--- config.mk ---
export PLATFORM = sky130hd
export DESIGN_NAME = hbc_ram
export DESIGN_NICKNAME = d
export VERILOG_FILES = /design/src/sv/hbc_ram.sv
export SDC_FILE = /design/constraint.sdc
export NUM_CORES = 1
export LEC_CHECK = 0
export BUFFER_PORTS_ARGS = -buffer_cell sky130_fd_sc_hd__buf_2
export CAP_MARGIN = 25
export CORE_ASPECT_RATIO = 1.2
export CORE_MARGIN = 3
export CORE_UTILIZATION = 60
export CTS_CLUSTER_SIZE = 25
export DETAILED_ROUTE_END_ITERATION = 16
export PLACE_DENSITY = 0.78
export REMOVE_ABC_BUFFERS = 1
export SLEW_MARGIN = 10
export SYNTH_ARGS = -nofsm -noshare
export SYNTH_HDL_FRONTEND = slang
export SYNTH_SLANG_ARGS = --single-unit
--- constraint.sdc ---
create_clock -name clk -period 1.9 [get_ports clk]
set_clock_uncertainty 0.05 [all_clocks]
set_input_delay 0.095 -clock clk [delete_from_list [all_inputs] [get_ports clk]]
set_output_delay 0.095 -clock clk [all_outputs]
set_load 0.005 [all_outputs]
--- src/sv/hbc_ram.sv ---
// Generic single-write, single-read RAM with a registered read port.
// No dependencies.
module hbc_ram #(
  parameter int WIDTH = 8,
  parameter int DEPTH = 16
) (
  input  logic                                 clk,
  input  logic                                 we,
  input  logic [(DEPTH > 1 ? $clog2(DEPTH) : 1)-1:0] waddr,
  input  logic [WIDTH-1:0]                     wdata,
  input  logic                                 re,
  input  logic [(DEPTH > 1 ? $clog2(DEPTH) : 1)-1:0] raddr,
  output logic [WIDTH-1:0]                     rdata
);

  logic [WIDTH-1:0] mem [DEPTH];

  always_ff @(posedge clk) begin
    if (we) begin
      mem[waddr] <= wdata;
    end
    if (re) begin
      rdata <= mem[raddr];
    end
  end

endmodule

### After elaboration in Yosys (flattened, before gate mapping)

Memories as Yosys holds them, arrays and structs flattened. A register that Yosys moved wholly into a read port is not among the register bits.
Index checks and enable logic that the tools add are counted.

| cells by class | value |
|---|---|
| muxes and demuxes | 2 |

Operators with widths:

| kind | number |
|---|---|
| $mux W1 | 2 |

| storage, ports and cells | value |
|---|---|
| register bits after elaboration | 0 |
| RAM bits | 128 |
| logic and storage cells | 3 |
| memories kept | 1 |

Memories:

| name | depth | bits a word | read ports | clocked after memory_dff | write ports | line | text |
|---|---|---|---|---|---|---|---|
| mem | 16 | 8 | 1 | 1 | 1 | 16 | `logic [WIDTH-1:0] mem [DEPTH];` |

### Logic depth before layout (Yosys ltp)

| logic depth | value |
|---|---|
| depth in word-level cells | 2 |
| gate-level depth with buffers | 5 |
| gate-level depth less buffers | 3 |

### Worst setup path after synthesis

No wires, ideal clock.

| timing path | value |
|---|---|
| kind | input to register |
| from | input port waddr[2] in the netlist's numbering |
| to | memory mem[0][0], enable pin |
| data arrival time | 1.205 ns |
| setup slack | 0.262 ns |
| stages | 2 |
| cell sequence | or3b_2 -> nor3_1 |

RTL lines:

| element | line | text |
|---|---|---|
| from (decl) | 9 | `input logic [(DEPTH > 1 ? $clog2(DEPTH) : 1)-1:0] waddr,` |
| to (decl) | 16 |  |

Straight into the memory's write port.

==> results.cfg <==
[run_status]
status = complete, no violations

[sta]
hold_slack_ps = 103.5
fin_crit_sh = 0.8387
fin_tns_setup_ps = 0
hold_viol_final = 0
rsz0062_at_grt = no
relSlewSlack = 0.5447
finalSetupViolCount = 0
maxSlewViolCount = 0
worst_pin_slew_ps = 680.5
fin_crit_ps = 1594
fmax_ghz = 0.6275

[min_path]
hold_class = input pin to flip-flop
whs_path_depth = 3

[cts]
clk_latency_ps = 510
cts_tree = yes
cts_buffers = 17
clock_sinks = 136
clock_path_buffers = 2
cts-root-buf = clkbuf_8
cts_repair_resize_count = 0
cts_hold_buffers = 9
cts_setup_buffers = 0
path_clk_slew_ps = 60
h-tree-depth = 4

[critical_path]
slowest_delay_ps = 550
arrival_ps = 1800
cp.depth = 3
cp_cell_sequence = mux4_1 -> a22oi_1 -> nand2_1
cp_top_family = multiplexers
cp_num_buf_inv = 0
cp.required_ps = 2100
end_kind = flip-flop
critPathKind = flip-flop to flip-flop
cp_max_fo = 1
rr_worst_depth = 3
start_kind = flip-flop
cp_slowest_cell = mux4_1

[synth]
yosysWarnings = 0
yosys-top-cells-area = edfxtp_1, mux4_2, mux4_1, a22oi_1, nor2_1
synth.distinct_cells = 18
synth_top_cell_by_area = edfxtp_1
synth_top_area_frac = 0.7812
ys_seq_area_frac = 0.7812
synthCells = 229
ys_ff_latch = 136
synth_area_per_cell_um2 = 22.83
syn_area_um2 = 5228

[grt]
grt_max_degree = 22
antenna_found_initial = 0
grt_pass1_vias = 2617
grt_pass1_wl_um = 15450
grtUsageTotal = 0.2248
grt_overflow = 0

[die]
io_pins = 27
die_h_um = 108.3
initial_utilization = 0.6307
die-area_um2 = 9873
die_width_um = 91.21
rows = 36
coreArea_um2 = 8288

[finish]
fin_util = 0.7553
layout_commonest_cell = edfxtp_1
fillCellCount = 489
seqCellArea_um2 = 4084
antenna_cells = 0
final_net_count = 313
drive_above_1_share = 0.3029
area_growth_pct = 19.75
multi_input_area_um2 = 1057
most-common-layout-cells = edfxtp_1, buf_2, buf_4

[run]
drv_cap = 0

[route]
drcViolationCount = 0
vias = 2512
drtPass1Iterations = 6
vias_per_cell = 5.967
wire_per_inst_um = 23.51
final_antenna_net_count = 0
drtIter0Drc = 241
drt_wl_total_um = 9897

[placement]
dp_hpwl_um = 5987
gp_congestion = 0.7468
io_buffers = 26

[power_and_ir_drop]
p_leak_uw = 0.002138
power_density_nw_per_um2 = 1092
peakVddDrop_uv = 1190
cells by family (layout without fill, tap and decap cells):
group           count (synthesis)  in the layout  synth area share
compound gates                 16             16           0.02298
buf+inv                        10             88           0.01651
flops                         136            136            0.7812
mux                            32             32            0.1479
simple gates                   35             35           0.03136
sequential cells by signal (all words and copies together) (netlist names):
| name | count |
|---|---|
| mem | 128 |
| rdata | 8 |
per-layer routing:
layer | share of wire | GRT usage | up-vias
met5 | 0 | 0 | -
met4 | 0.0070 | 0.06789 | 0
met3 | 0.066 | 0.06472 | 6
met2 | 0.53 | 0.3693 | 105
met1 | 0.40 | 0.2985 | 1290
li1 | - | - | 1111
cell usage after synthesis:
cell and instances:
or3b_2 1, nor2b_1 1, mux4_2 18, nand2b_1 2, nand3_1 1, nor2_1 13, mux4_1 14, clkdlybuf4s25_2 3
buf_6 3, edfxtp_1 136, nor3_1 4, buf_4 1, and2_1 1, buf_2 3, nand2_1 9, nand3b_1 2
a22oi_1 16, and2b_1 1
power breakdown:
part	switching, uW	total, uW	internal, uW
registers	19.4	3400	3380
logic	173	320	146
clock network	1140	3110	1970
metrics by stage:
step,cells,setup slack (ps),power [uW],cell area [um^2]
2_1_floorplan,219,262.1,3591,5141
3_3_place_gp,380,211.5,3754,5597
3_5_place_dp,380,188.5,3766,5597
4_1_cts,421,267.3,6883,6260
5_1_grt,421,225.0,7072,6260
6_report,421,306.4,6836,6260
worst paths after layout:
| check | startpoint | slack (ps) | to |
|---|---|---|---|
| hold reg to reg | mem[14][0] | 690 | rdata[0] |
| setup / recovery | mem[1][2] | 310 | rdata[2] |
| setup reg to reg | mem[1][2] | 310 | rdata[2] |
| hold / removal | waddr[0] | 100 | mem[12][2] |
area by class of cell:
cell class | instances | area share
clock buffers | 17 | 0.06616
flip-flops and latches | 136 | 0.6524
well taps | 114 | 0.02279
multi-input cells | 83 | 0.1689
clock inverters | 15 | 0.02538
repair buffers | 56 | 0.06436
worst register-to-register path, cell delays in order (launching register included):
cell and delay (ps):
edfxtp_1 400, mux4_1 550, a22oi_1 260, nand2_1 80
Power figures use the tool's default switching activity.
